===== src/tdc_pkg.sv =====
// ---------------------------------------------------------------------------
// tdc_pkg
// Shared types and constants of the touch dimmer controller.
// ---------------------------------------------------------------------------
`default_nettype none

package tdc_pkg;

    localparam int LEVEL_BITS = 12;
    localparam int GAP_BITS   = 16;

    // field and register widths
    localparam int OUT_LEVEL_BITS = 12;
    localparam int LONG_GAP_BITS  = 16;
    localparam int STEP_BITS      = 8;
    localparam int LIMIT_BITS     = 12;
    localparam int CFG_IDX_BITS   = 3;
    localparam int CFG_DATA_BITS  = 16;

    // compare widths, wide enough for both operands (and a carry for levels)
    localparam int GAP_CMP_BITS = (GAP_BITS > LONG_GAP_BITS) ? GAP_BITS : LONG_GAP_BITS;
    localparam int LVL_CMP_BITS = ((LEVEL_BITS > LIMIT_BITS) ? LEVEL_BITS : LIMIT_BITS) + 1;

    localparam logic [LEVEL_BITS-1:0] LEVEL_MAX   = {LEVEL_BITS{1'b1}};
    localparam logic [LEVEL_BITS-1:0] LEVEL_RESET = LEVEL_BITS'(1000);

    localparam logic [LONG_GAP_BITS-1:0] LONG_GAP_RESET    = 16'd50;
    localparam logic [STEP_BITS-1:0]     DIM_STEP_RESET    = 8'd10;
    localparam logic [LIMIT_BITS-1:0]    UPPER_LIMIT_RESET = 12'd3990;
    localparam logic [LIMIT_BITS-1:0]    RAMP_MAX_RESET    = 12'd4095;

    // configuration register indexes
    localparam logic [CFG_IDX_BITS-1:0] REG_LONG_GAP    = 3'd0;
    localparam logic [CFG_IDX_BITS-1:0] REG_DIM_STEP    = 3'd1;
    localparam logic [CFG_IDX_BITS-1:0] REG_UPPER_LIMIT = 3'd2;
    localparam logic [CFG_IDX_BITS-1:0] REG_RAMP_MAX    = 3'd3;

    // item kinds
    localparam logic CMD_TICK = 1'b0;
    localparam logic CMD_KEY  = 1'b1;

    typedef enum logic [1:0] {
        MODE_OFF  = 2'd0,
        MODE_ON   = 2'd1,
        MODE_RAMP = 2'd2
    } mode_t;

endpackage

`default_nettype wire


===== src/tdc_if.sv =====
// ---------------------------------------------------------------------------
// tdc_event_if / tdc_result_if
// Valid/ready channels for key and tick items and for dimmer results.
// ---------------------------------------------------------------------------
`default_nettype none

interface tdc_event_if;
    logic valid;
    logic ready;
    logic command;
    logic key_pressed;
    logic key_released;
    logic key_long_press;

    modport source (
        output valid, command, key_pressed, key_released, key_long_press,
        input  ready
    );
    modport sink (
        input  valid, command, key_pressed, key_released, key_long_press,
        output ready
    );
endinterface

interface tdc_result_if;
    logic                                valid;
    logic                                ready;
    logic                                light_on;
    logic [tdc_pkg::OUT_LEVEL_BITS-1:0] level;
    logic                                level_written;
    logic                                ramping;

    modport source (
        output valid, light_on, level, level_written, ramping,
        input  ready
    );
    modport sink (
        input  valid, light_on, level, level_written, ramping,
        output ready
    );
endinterface

`default_nettype wire


===== src/touch_dimmer_controller_top.sv =====
// ---------------------------------------------------------------------------
// touch_dimmer_controller_top
// One-key LED dimmer: on/off toggle, long-press dimming, slow wake-up ramp.
// ---------------------------------------------------------------------------
// Takes one item per clock and gives one result per item. An item is held in
// an input register, and the mode/level/direction/gap update is a single pass
// of compare-and-add logic from it into the result register, so a result
// passes through the input register and then the result register. A full
// rate of one item per cycle is kept as long as the result side is ready.
// The result register stalls the input register, which in turn drops event
// ready.
`default_nettype none

module touch_dimmer_controller_top (
    input  wire logic                              clk,
    input  wire logic                              rst_n,
    tdc_event_if.sink                              event_ch,
    tdc_result_if.source                           result_ch,
    input  wire logic                              cfg_we,
    input  wire logic [tdc_pkg::CFG_IDX_BITS-1:0]  cfg_index,
    input  wire logic [tdc_pkg::CFG_DATA_BITS-1:0] cfg_data
);

    // configuration
    logic [tdc_pkg::LONG_GAP_BITS-1:0] long_gap_reg;
    logic [tdc_pkg::STEP_BITS-1:0]     dim_step_reg;
    logic [tdc_pkg::LIMIT_BITS-1:0]    upper_limit_reg;
    logic [tdc_pkg::LIMIT_BITS-1:0]    ramp_max_reg;

    // dimmer state
    tdc_pkg::mode_t                    mode_reg, mode_next;
    logic [tdc_pkg::LEVEL_BITS-1:0]    bright_reg, bright_next;
    logic                              dim_down_reg, dim_down_next;
    logic [tdc_pkg::GAP_BITS-1:0]      gap_reg, gap_next;
    logic                              written_next;

    // input stage
    logic s1_valid_reg;
    logic s1_command_reg;
    logic s1_pressed_reg;
    logic s1_released_reg;
    logic s1_long_reg;

    // result stage
    logic                                 out_valid_reg;
    logic                                 out_light_on_reg, out_light_on_next;
    logic [tdc_pkg::OUT_LEVEL_BITS-1:0]   out_level_reg, out_level_next;
    logic                                 out_written_reg;
    logic                                 out_ramping_reg, out_ramping_next;

    logic out_free;
    logic advance;
    logic accept;

    logic [tdc_pkg::LVL_CMP_BITS-1:0] sum_wide;

    assign out_free       = !out_valid_reg || result_ch.ready;
    assign advance        = s1_valid_reg && out_free;
    assign event_ch.ready = !s1_valid_reg || out_free;
    assign accept         = event_ch.valid && event_ch.ready;

    assign sum_wide = tdc_pkg::LVL_CMP_BITS'(bright_reg)
                    + tdc_pkg::LVL_CMP_BITS'(dim_step_reg);

    // configuration writes
    always_ff @(posedge clk or negedge rst_n)
    begin
        if (!rst_n)
        begin
            long_gap_reg    <= tdc_pkg::LONG_GAP_RESET;
            dim_step_reg    <= tdc_pkg::DIM_STEP_RESET;
            upper_limit_reg <= tdc_pkg::UPPER_LIMIT_RESET;
            ramp_max_reg    <= tdc_pkg::RAMP_MAX_RESET;
        end
        else if (cfg_we)
        begin
            case (cfg_index)
                tdc_pkg::REG_LONG_GAP:
                    long_gap_reg <= cfg_data[tdc_pkg::LONG_GAP_BITS-1:0];
                tdc_pkg::REG_DIM_STEP:
                    dim_step_reg <= cfg_data[tdc_pkg::STEP_BITS-1:0];
                tdc_pkg::REG_UPPER_LIMIT:
                    upper_limit_reg <= cfg_data[tdc_pkg::LIMIT_BITS-1:0];
                tdc_pkg::REG_RAMP_MAX:
                    ramp_max_reg <= cfg_data[tdc_pkg::LIMIT_BITS-1:0];
                default: ;
            endcase
        end
    end

    // next state: a tick, or a key item with pressed, released, long press in that order
    always_comb
    begin
        mode_next     = mode_reg;
        bright_next   = bright_reg;
        dim_down_next = dim_down_reg;
        gap_next      = gap_reg;
        written_next  = 1'b0;

        if (s1_command_reg == tdc_pkg::CMD_TICK)
        begin
            if (gap_reg != {tdc_pkg::GAP_BITS{1'b1}})
                gap_next = gap_reg + 1'b1;
            if (mode_reg == tdc_pkg::MODE_RAMP)
            begin
                if ((tdc_pkg::LVL_CMP_BITS'(bright_reg) < tdc_pkg::LVL_CMP_BITS'(ramp_max_reg))
                    && (bright_reg != tdc_pkg::LEVEL_MAX))
                    bright_next = bright_reg + 1'b1;
                written_next = 1'b1;
            end
        end
        else
        begin
            if (s1_pressed_reg)
            begin
                if (mode_reg == tdc_pkg::MODE_ON)
                    mode_next = tdc_pkg::MODE_OFF;
                else
                begin
                    mode_next    = tdc_pkg::MODE_ON;
                    written_next = 1'b1;
                end
            end
            if (s1_released_reg)
                dim_down_next = !dim_down_reg;
            if (s1_long_reg)
            begin
                case (mode_next)
                    tdc_pkg::MODE_ON:
                    begin
                        if (tdc_pkg::GAP_CMP_BITS'(gap_reg) >
                            tdc_pkg::GAP_CMP_BITS'(long_gap_reg))
                            dim_down_next = 1'b1;
                        gap_next = '0;
                        if (dim_down_next)
                        begin
                            if (tdc_pkg::LVL_CMP_BITS'(bright_reg) >=
                                tdc_pkg::LVL_CMP_BITS'(dim_step_reg))
                                bright_next = bright_reg
                                            - tdc_pkg::LEVEL_BITS'(dim_step_reg);
                        end
                        else if (tdc_pkg::LVL_CMP_BITS'(bright_reg) <
                                 tdc_pkg::LVL_CMP_BITS'(upper_limit_reg))
                        begin
                            if (sum_wide > tdc_pkg::LVL_CMP_BITS'(tdc_pkg::LEVEL_MAX))
                                bright_next = tdc_pkg::LEVEL_MAX;
                            else
                                bright_next = sum_wide[tdc_pkg::LEVEL_BITS-1:0];
                        end
                        written_next = 1'b1;
                    end
                    tdc_pkg::MODE_OFF:
                    begin
                        bright_next  = '0;
                        mode_next    = tdc_pkg::MODE_RAMP;
                        written_next = 1'b1;
                    end
                    default: ;
                endcase
            end
        end
    end

    // result fields from the updated state
    always_comb
    begin
        out_light_on_next = (mode_next == tdc_pkg::MODE_ON) ||
                            (mode_next == tdc_pkg::MODE_RAMP);
        out_ramping_next  = (mode_next == tdc_pkg::MODE_RAMP);
        out_level_next    = tdc_pkg::OUT_LEVEL_BITS'(bright_next);
    end

    always_ff @(posedge clk or negedge rst_n)
    begin
        if (!rst_n)
        begin
            mode_reg      <= tdc_pkg::MODE_OFF;
            bright_reg    <= tdc_pkg::LEVEL_RESET;
            dim_down_reg  <= 1'b1;
            gap_reg       <= '0;
            s1_valid_reg  <= 1'b0;
            out_valid_reg <= 1'b0;
        end
        else
        begin
            if (accept)
                s1_valid_reg <= 1'b1;
            else if (advance)
                s1_valid_reg <= 1'b0;

            if (advance)
            begin
                mode_reg      <= mode_next;
                bright_reg    <= bright_next;
                dim_down_reg  <= dim_down_next;
                gap_reg       <= gap_next;
                out_valid_reg <= 1'b1;
            end
            else if (result_ch.ready)
                out_valid_reg <= 1'b0;
        end
    end

    // payload registers
    always_ff @(posedge clk)
    begin
        if (accept)
        begin
            s1_command_reg  <= event_ch.command;
            s1_pressed_reg  <= event_ch.key_pressed;
            s1_released_reg <= event_ch.key_released;
            s1_long_reg     <= event_ch.key_long_press;
        end
        if (advance)
        begin
            out_light_on_reg <= out_light_on_next;
            out_level_reg    <= out_level_next;
            out_written_reg  <= written_next;
            out_ramping_reg  <= out_ramping_next;
        end
    end

    assign result_ch.valid         = out_valid_reg;
    assign result_ch.light_on      = out_light_on_reg;
    assign result_ch.level         = out_level_reg;
    assign result_ch.level_written = out_written_reg;
    assign result_ch.ramping       = out_ramping_reg;

endmodule

`default_nettype wire


===== src/flat_wrapper.sv =====
// flat-port wrapper written by rule: the top's interface ports become plain ports
module touch_dimmer_controller_top_flat 
  (clk, rst_n, cfg_we, cfg_index, cfg_data, event_ch_valid, event_ch_command, event_ch_key_pressed, event_ch_key_released, event_ch_key_long_press, event_ch_ready, result_ch_valid, result_ch_light_on, result_ch_level, result_ch_level_written, result_ch_ramping, result_ch_ready);
  tdc_event_if event_ch_i ();
  tdc_result_if result_ch_i ();
  input  wire logic clk;
  input  wire logic rst_n;
  input  wire logic cfg_we;
  input  wire logic [tdc_pkg::CFG_IDX_BITS-1:0] cfg_index;
  input  wire logic [tdc_pkg::CFG_DATA_BITS-1:0] cfg_data;
  input wire logic [$bits(event_ch_i.valid)-1:0] event_ch_valid;
  input wire logic [$bits(event_ch_i.command)-1:0] event_ch_command;
  input wire logic [$bits(event_ch_i.key_pressed)-1:0] event_ch_key_pressed;
  input wire logic [$bits(event_ch_i.key_released)-1:0] event_ch_key_released;
  input wire logic [$bits(event_ch_i.key_long_press)-1:0] event_ch_key_long_press;
  output wire logic [$bits(event_ch_i.ready)-1:0] event_ch_ready;
  output wire logic [$bits(result_ch_i.valid)-1:0] result_ch_valid;
  output wire logic [$bits(result_ch_i.light_on)-1:0] result_ch_light_on;
  output wire logic [$bits(result_ch_i.level)-1:0] result_ch_level;
  output wire logic [$bits(result_ch_i.level_written)-1:0] result_ch_level_written;
  output wire logic [$bits(result_ch_i.ramping)-1:0] result_ch_ramping;
  input wire logic [$bits(result_ch_i.ready)-1:0] result_ch_ready;
  assign event_ch_i.valid = event_ch_valid;
  assign event_ch_i.command = event_ch_command;
  assign event_ch_i.key_pressed = event_ch_key_pressed;
  assign event_ch_i.key_released = event_ch_key_released;
  assign event_ch_i.key_long_press = event_ch_key_long_press;
  assign event_ch_ready = event_ch_i.ready;
  assign result_ch_valid = result_ch_i.valid;
  assign result_ch_light_on = result_ch_i.light_on;
  assign result_ch_level = result_ch_i.level;
  assign result_ch_level_written = result_ch_i.level_written;
  assign result_ch_ramping = result_ch_i.ramping;
  assign result_ch_i.ready = result_ch_ready;
  touch_dimmer_controller_top u_core (.clk(clk), .rst_n(rst_n), .event_ch(event_ch_i), .result_ch(result_ch_i), .cfg_we(cfg_we), .cfg_index(cfg_index), .cfg_data(cfg_data));
endmodule

===== config.mk =====
export PLATFORM = sky130hd
export DESIGN_NAME = touch_dimmer_controller_top_flat
export DESIGN_NICKNAME = d
export VERILOG_FILES = /design/src/tdc_pkg.sv /design/src/tdc_if.sv /design/src/touch_dimmer_controller_top.sv /design/src/flat_wrapper.sv
export SDC_FILE = /design/constraint.sdc
export NUM_CORES = 1
export LEC_CHECK = 0
export ABC_AREA = 1
export BUFFER_PORTS_ARGS = -buffer_cell sky130_fd_sc_hd__buf_2
export CAP_MARGIN = 20
export CORE_UTILIZATION = 50
export DETAILED_ROUTE_END_ITERATION = 10
export PLACE_DENSITY = 0.75
export SLEW_MARGIN = 20
export SYNTH_ARGS = -nofsm -noshare
export SYNTH_HDL_FRONTEND = slang
export SYNTH_SLANG_ARGS = --single-unit

===== constraint.sdc =====
create_clock -name clk -period 4.2 [get_ports clk]
set_clock_uncertainty 0.2 [all_clocks]
set_input_delay 0 -clock clk [delete_from_list [all_inputs] [get_ports clk]]
set_output_delay 0 -clock clk [all_outputs]
set_load 0.01 [all_outputs]

==> metrics.log, run 1 <==
INFO  metric syn_to_final_growth = 12.6%
INFO  metric hold_class = in -> async
INFO  metric commonest_non_fill_non_tap_cells_in_the_layout = sky130_fd_sc_hd__nand2_1 (285), sky130_fd_sc_hd__inv_1 (126), sky130_fd_sc_hd__o21ai_0 (78), sky130_fd_sc_hd__nand3_1 (68), sky130_fd_sc_hd__nor2_1 (59)
INFO  metric setup_repair_after_global_routing_missed_its_margin = no
INFO  metric first_global_vias = 6322
INFO  metric drt_iter0_markers = 432
INFO  metric grt.total_usage = 0.270
INFO  metric synth_simple_gate_area_frac = 0.290
INFO  metric leakagePower = 4.11 nW
INFO  metric post-route-worst-setup-slack = 1150 ps
INFO  metric cell_repeated_most_along_the_worst_path = sky130_fd_sc_hd__nand2_1
INFO  metric pwr-share-seq = 0.310
INFO  metric core.rowCount = 43
INFO  metric report.final.hold_viol_count = 0
INFO  metric postCtsSetupRepairBufs = 0
INFO  metric grt_antenna_before_repair = 0
INFO  metric synth.lib_cells_used.distinct = 48
INFO  metric max_clock_freq = 328 MHz
INFO  metric ant_nets = 0
INFO  metric synth_compound_area_frac = 0.132
INFO  metric setup_total_neg_slack = 0 ps
INFO  metric finalCriticalPeriod = 3050 ps
INFO  metric drcViolationCount = 0
INFO  metric asyncSetResetFlopFracSynth = 0.810
INFO  metric root_buffer_selected_by_cts = sky130_fd_sc_hd__clkbuf_16
INFO  metric synth_area = 7230 um2
INFO  metric synth.net_count = 1068
INFO  metric final_core_utilization = 0.582
INFO  metric synth-adder-area-share = 0.104
INFO  metric grt_overflow_total = 0
INFO  metric nFillCells = 1295
INFO  metric timing.critical_path.fanout_max = 11
INFO  metric cell_by_cell_listing_of_the_critical_path = ha_1 > nand2_1 > inv_1 > nand3_1 > nor3_1 > nand2_1 > nand3_1 > o21ai_0 > o21ai_0 > nand2_1 > nand2_1 > inv_1
INFO  metric finalMaxSlewViolations = 0
INFO  metric fp.dieW = 122 um
INFO  metric place.detailed.hpwl = 13600 um
INFO  metric p_int = 0.00274 W
INFO  metric yosysSeqAreaShare = 0.365
INFO  metric num_antenna_cells = 0
INFO  metric cts_made_buffers = 9
INFO  metric p_sw_frac = 0.475
INFO  metric switchingPower = 0.00248 W
INFO  metric slowest_delay = 720 ps
INFO  metric overall_die_area = 14900 um2
INFO  metric nNetsFinal = 1124
INFO  metric ir_drop = 358 uV
INFO  metric power_frac_clock = 0.174
INFO  metric drt_pre_antenna_iters = 5
INFO  metric worstMarginPinSlew = 982 ps
INFO  metric power.combinational.fraction = 0.516
INFO  metric cts_tree = built
INFO  metric cts.sinks = 100
INFO  metric cap_viol_max_count = 0
INFO  metric postSynth.topFlopCell = sky130_fd_sc_hd__dfrtp_1
INFO  metric place.gp.congestion = 0.980
INFO  metric htree_levels = 3
INFO  metric crit_path_kind = reg -> reg
INFO  metric chipHeight = 122 um
INFO  metric synth_enable_flop_cells = 19
INFO  metric yosys-mux-area-fraction = 0
INFO  metric routedWlPerCell = 15.1 um
INFO  metric final_layout_size_suffix_gt1_frac = 0.145
INFO  metric timing.critical_path.slowest_stage_cell = sky130_fd_sc_hd__dfstp_2
INFO  metric worst-endpoint-required = 4120 ps
INFO  metric top_level_ports = 45
INFO  metric start_util = 0.517
INFO  metric maxSlewHeadroom = 0.343
INFO  metric yosysWarningCount = 0
INFO  metric per_cell_via_count_in_the_routed_design = 5.35
INFO  metric layout_commonest_cell = sky130_fd_sc_hd__nand2_1
INFO  metric worst_setup_path_end_kind = flop
INFO  metric r2r_setup_slack = 1150 ps
INFO  metric synth_top_family_by_area = simple AND/OR/NAND/NOR gates
INFO  metric placeableCoreArea = 14000 um2
INFO  metric synthesized_instance_count = 981
INFO  metric power.density = 641 nW/um2
INFO  metric largest_net_degree_at_the_start_of_global_routing = 82
INFO  metric worst_skew_pair.late_latency = 360 ps
INFO  metric cp-start-kind = flop
INFO  metric grt_first_pass_wirelength = 31000 um
INFO  metric finalCritPeriodShare = 0.727
INFO  metric synth_register_bits = 100
INFO  metric drt_wl_total = 18500 um
INFO  metric dp_worst_setup_slack = 1200 ps
INFO  metric synthXorXnorAreaFrac = 0.0170
INFO  metric clock_tree_buffer_depth = 2
INFO  metric cp.arrival = 2970 ps
INFO  metric cts.reportedPaths.clkPinSlew = 80 ps
INFO  metric post_synth.cell_area_avg = 7.37 um2
INFO  metric routed-via-count = 6535
INFO  metric number_of_cells_after_detailed_placement = 1181
INFO  metric place.port_buffers = 44
INFO  metric setup_violations = 0
INFO  metric layout.cells.non_filler = 1222
INFO  metric outcome = finished, final reports clean
final timing paths:
| path | from | endpoint | cells past startpoint |
|---|---|---|---|
| max in group asynchronous | rst_n | u_core.upper_limit_reg[3]$_DFFE_PN0P_ | 2 |
| worst max-delay path | u_core.bright_reg[6]$_DFFE_PN1P_ | u_core.result_ch.level[9]$_DFFE_PP_ | 12 |
| worst min-delay path | rst_n | u_core.gap_reg[8]$_DFFE_PN0P_ | 2 |
| min in group clk | event_ch_command | u_core.s1_command_reg$_DFFE_PP_ | 2 |
| worst min register to register | u_core.long_gap_reg[9]$_DFFE_PN0P_ | u_core.long_gap_reg[9]$_DFFE_PN0P_ | 2 |
| worst max register to register | u_core.bright_reg[6]$_DFFE_PN1P_ | u_core.result_ch.level[9]$_DFFE_PP_ | 12 |
cell families after synthesis:
kind of cell               after synthesis
AOI/OAI and AO/OA                      165
xor gates and xnor gates                14
adders and majority gates               59
buffers and inverters                  167
DFF                                    100
and+or+nand+nor                        476
what timing repair did:
item,in CTS,in global routing
hold buffers,25,0
gates resized for setup,0,0
hold endpoints to repair,107,0
cell type report:
| class | count | area, um2 | area share |
|---|---|---|---|
| clock buffer | 13 | 303 | 0.0372 |
| multi-input combinational | 714 | 3930 | 0.482 |
| timing repair buffer | 71 | 492 | 0.0604 |
| sequential | 100 | 2640 | 0.324 |
| inverter | 141 | 531 | 0.0651 |
| tap | 180 | 225 | 0.0276 |
| clock inverter | 3 | 28.8 | 0.00353 |
cells in the mapped netlist, drive strengths merged, types with 3 or more instances:
master	number	share of area
inv	139	0.072
nand2	296	0.16
dfstp	32	0.12
o21ai	89	0.064
nor2	70	0.044
o211ai	5	0.0071
a21o	3	0.0031
nor4	4	0.0035
dfrtp	49	0.17
nand4	15	0.014
nand3	71	0.052
edfxtp	19	0.079
a21oi	57	0.046
clkbuf	14	0.0073
nor3	12	0.0099
and2	5	0.0043
xor2	14	0.017
ha	57	0.099
nand3b	3	0.0048
buf	12	0.011
power by group through the flow:
| stage | combinational, W | sequential, W | clock (W) |
|---|---|---|---|
| floorplan | 0.00209 | 0.00149 | 0 |
| finish | 0.00269 | 0.00162 | 0.000907 |
| CTS | 0.00266 | 0.00161 | 0.000930 |
| global route | 0.00306 | 0.00165 | 0.000955 |
| global placement | 0.00260 | 0.00162 | 0 |
| detailed placement | 0.00263 | 0.00163 | 0 |
layer usage:
metal / vias up / track usage / share of wire
met5: - / 0 / 0
met2: 202 / 0.432 / 0.46
met4: 0 / 0.116 / 0.028
met1: 2995 / 0.361 / 0.45
li1: 3303 / - / -
met3: 35 / 0.0432 / 0.055
worst max-delay path: cells and delay by family, from the launching register on:
family	cells	cell delay, ps
AND/OR/NAND/NOR	7	1080
flip-flops	1	720
AO/OA/AOI/OAI	2	510
adder cells (fa/ha/maj)	1	190
buffers and inverters	2	110
per-stage QoR:
stage               hold slack [ps]  cell area, um2  total power, W
floorplan                      -496            7230         0.00358
global placement              -21.8            7560         0.00422
detailed placement            -21.9            7560         0.00426
CTS                             131            8140         0.00521
global route                    145            8150         0.00567
finish                         48.7            8150         0.00522
No activity file was read; power rests on OpenSTA's default activity.
==> run 2: changes to the inputs <==
==> constraint.sdc (replaced) <==
create_clock -name clk -period 2.85 [get_ports clk]
set_clock_uncertainty 0.2 [all_clocks]
set_input_delay 0 -clock clk [delete_from_list [all_inputs] [get_ports clk]]
set_output_delay 0 -clock clk [all_outputs]
set_load 0.01 [all_outputs]
==> metrics.log, run 2 (same netlist as run 1, synthesis figures left out) <==
INFO  metric ir_drop = 555 uV (+55%)
INFO  metric final_core_utilization = 0.626 (+0.0441)
INFO  metric first_global_vias = 6624 (+4.8%)
INFO  metric max_clock_freq = 363 MHz (+11%)
INFO  metric cts_made_buffers = 9 (unchanged)
INFO  metric timing.critical_path.slowest_stage_cell = sky130_fd_sc_hd__dfstp_2
INFO  metric post-route-worst-setup-slack = 96.9 ps (-1050 ps)
INFO  metric grt_util_met3 = 0.0558 (+0.0125)
INFO  metric finalMaxSlewViolations = 0 (unchanged)
INFO  metric grt.total_usage = 0.291 (+0.0213)
INFO  metric clock_tree_buffer_depth = 2 (unchanged)
INFO  metric timing.critical_path.fanout_max = 9 (-2)
INFO  metric layout_commonest_cell = sky130_fd_sc_hd__nand2_1
INFO  metric finalCriticalPeriod = 2750 ps (-300 ps)
INFO  metric placeableCoreArea = 14000 um2 (unchanged)
INFO  metric cp.arrival = 2670 ps (-300 ps)
INFO  metric chipHeight = 122 um (unchanged)
INFO  metric drcViolationCount = 0 (unchanged)
INFO  metric routed-via-count = 6975 (+6.7%)
INFO  metric report.final.hold_viol_count = 0 (unchanged)
INFO  metric r2r-end = u_core.result_ch.level[3]$_DFFE_PP_
INFO  metric grt_first_pass_wirelength = 33000 um (+6.4%)
INFO  metric place.gp.congestion = 0.922 (-5.9%)
INFO  metric leakagePower = 4.43 nW (+7.7%)
INFO  metric r2r_setup_slack = 100 ps (-1050 ps)
INFO  metric critPathCapture = u_core.result_ch.level[3]$_DFFE_PP_
INFO  metric globalRouteMet1Util = 0.376 (+0.0151)
INFO  metric cp-start-kind = flop
INFO  metric crit_path_kind = reg -> reg
INFO  metric final_layout_size_suffix_gt1_frac = 0.212 (+0.0672)
INFO  metric worst_setup_path_end_kind = flop
INFO  metric htree_levels = 3 (unchanged)
INFO  metric place.detailed.hpwl = 14600 um (+7.3%)
INFO  metric per_cell_via_count_in_the_routed_design = 5.44 (+1.7%)
INFO  metric dp_worst_setup_slack = -2.09 ps (-1210 ps)
INFO  metric hold_class = in -> async
INFO  metric total_power = 0.00874 W (+67%)
INFO  metric worstMarginPinSlew = 759 ps (-223 ps)
INFO  metric worst-endpoint-required = 2760 ps (-1360 ps)
INFO  metric path_delay_family = simple AND/OR/NAND/NOR gates
INFO  metric crit_cells = 12 (unchanged)
INFO  metric setup_violations = 0 (unchanged)
INFO  metric cell_by_cell_listing_of_the_critical_path = buf_12 > ha_4 > a21oi_2 > nor2_1 > nor2_4 > nand3_4 > buf_4 > nand2_1 > nand3_1 > nand3_1 > nand2_1 > and2_1
INFO  metric place.port_buffers = 44 (unchanged)
INFO  metric fp.dieW = 122 um (unchanged)
INFO  metric timing.reg2reg.worst_path_depth = 12 (unchanged)
INFO  metric maxSlewHeadroom = 0.494 (+0.151)
INFO  metric cap_viol_max_count = 0 (unchanged)
INFO  metric drt_pre_antenna_iters = 7 (+2)
INFO  metric overall_die_area = 14900 um2 (unchanged)
INFO  metric largest_net_degree_at_the_start_of_global_routing = 82 (unchanged)
INFO  metric drt_iter0_markers = 609 (+41%)
INFO  metric worst_skew_pair.late_latency = 360 ps (about the same)
INFO  metric met2_track_demand_over_resource_in_global_routing = 0.482 (+0.0495)
INFO  metric cts.reportedPaths.clkPinSlew = 70 ps (about the same)
INFO  metric nNetsFinal = 1185 (+5.4%)
INFO  metric cts.sinks = 100 (unchanged)
INFO  metric grt_antenna_before_repair = 0 (unchanged)
INFO  metric ant_nets = 0 (unchanged)
INFO  metric top_level_ports = 45 (unchanged)
INFO  metric top_usage_layer = met2
INFO  metric syn_to_final_growth = 21.2%
INFO  metric drt_wl_total = 20900 um (+13%)
INFO  metric routedWlPerCell = 16.3 um (+7.9%)
INFO  metric grt_overflow_total = 0 (unchanged)
INFO  metric start_util = 0.517 (unchanged)
INFO  metric r2r_start = u_core.bright_reg[5]$_DFFE_PN1P_
INFO  metric crit_path_start = u_core.bright_reg[5]$_DFFE_PN1P_
INFO  metric outcome = finished, final reports clean
INFO  metric core.rowCount = 43 (unchanged)
INFO  metric root_buffer_selected_by_cts = sky130_fd_sc_hd__clkbuf_16
INFO  metric worst-path-buf-inv = 2 (unchanged)
INFO  metric cts_tree = built
INFO  metric power.density = 997 nW/um2 (+56%)
INFO  metric finalCritPeriodShare = 0.966 (+0.239)
INFO  metric slowest_delay = 640 ps (-80 ps)
INFO  metric commonest_non_fill_non_tap_cells_in_the_layout = sky130_fd_sc_hd__nand2_1 (279), sky130_fd_sc_hd__inv_1 (126), sky130_fd_sc_hd__o21ai_0 (75), sky130_fd_sc_hd__nand3_1 (66), sky130_fd_sc_hd__buf_4 (58)
INFO  metric num_antenna_cells = 0 (unchanged)
-- run 2: where the power goes --
part	switching, W	internal, W	total [W]	leakage, nW
logic	0.00314	0.00199	0.00513	3.12
registers	0.000324	0.00190	0.00222	1.15
clock network	0.000596	0.000786	0.00138	0.161
-- run 2: final cells by class --
cell class | count | area, um2
clock inverters | 7 | 110
multi-input cells | 716 | 4090
flip-flops and latches | 100 | 2640
well taps | 180 | 225
inverters | 141 | 531
clock buffers | 9 | 225
fillers | 1246 | 5230
repair buffers | 130 | 948
-- run 2: layer usage --
layer,wire [um],part of all wire
met2,9880,0.47
met4,638,0.030
met5,0,0
met1,9020,0.43
met3,1410,0.067
-- run 2: worst min-delay path by stage --
stage | endpoint | slack (ps)
final | u_core.gap_reg[6]$_DFFE_PN0P_ | 40
after global routing | u_core.gap_reg[10]$_DFFE_PN0P_ | 130
after CTS | u_core.long_gap_reg[4]$_DFFE_PN1P_ | 70
after detailed placement | u_core.s1_command_reg$_DFFE_PP_ | -20
after global placement | u_core.s1_command_reg$_DFFE_PP_ | -20
after floorplan | u_core.bright_reg[0]$_DFFE_PN0P_ | -500
-- run 2: timing repair --
action | in CTS | in global routing
gates cloned | 0 | 2
pin swaps | 0 | 6
setup buffers | 2 | 17
gates resized for setup | 1 | 33
setup endpoints to repair | 2 | 23
hold buffers | 25 | 0
endpoints found under the hold margin | 107 | 0
-- run 2: per-stage QoR --
stage               cells  area, um2  hold WS (ps)  setup TNS, ps
finish               1283       8760          37.6              0
global route         1283       8760           131           -191
detailed placement   1221       7860         -21.3          -2.09
global placement     1221       7860         -21.8              0
CTS                  1264       8460          66.7              0
floorplan             981       7230          -496              0
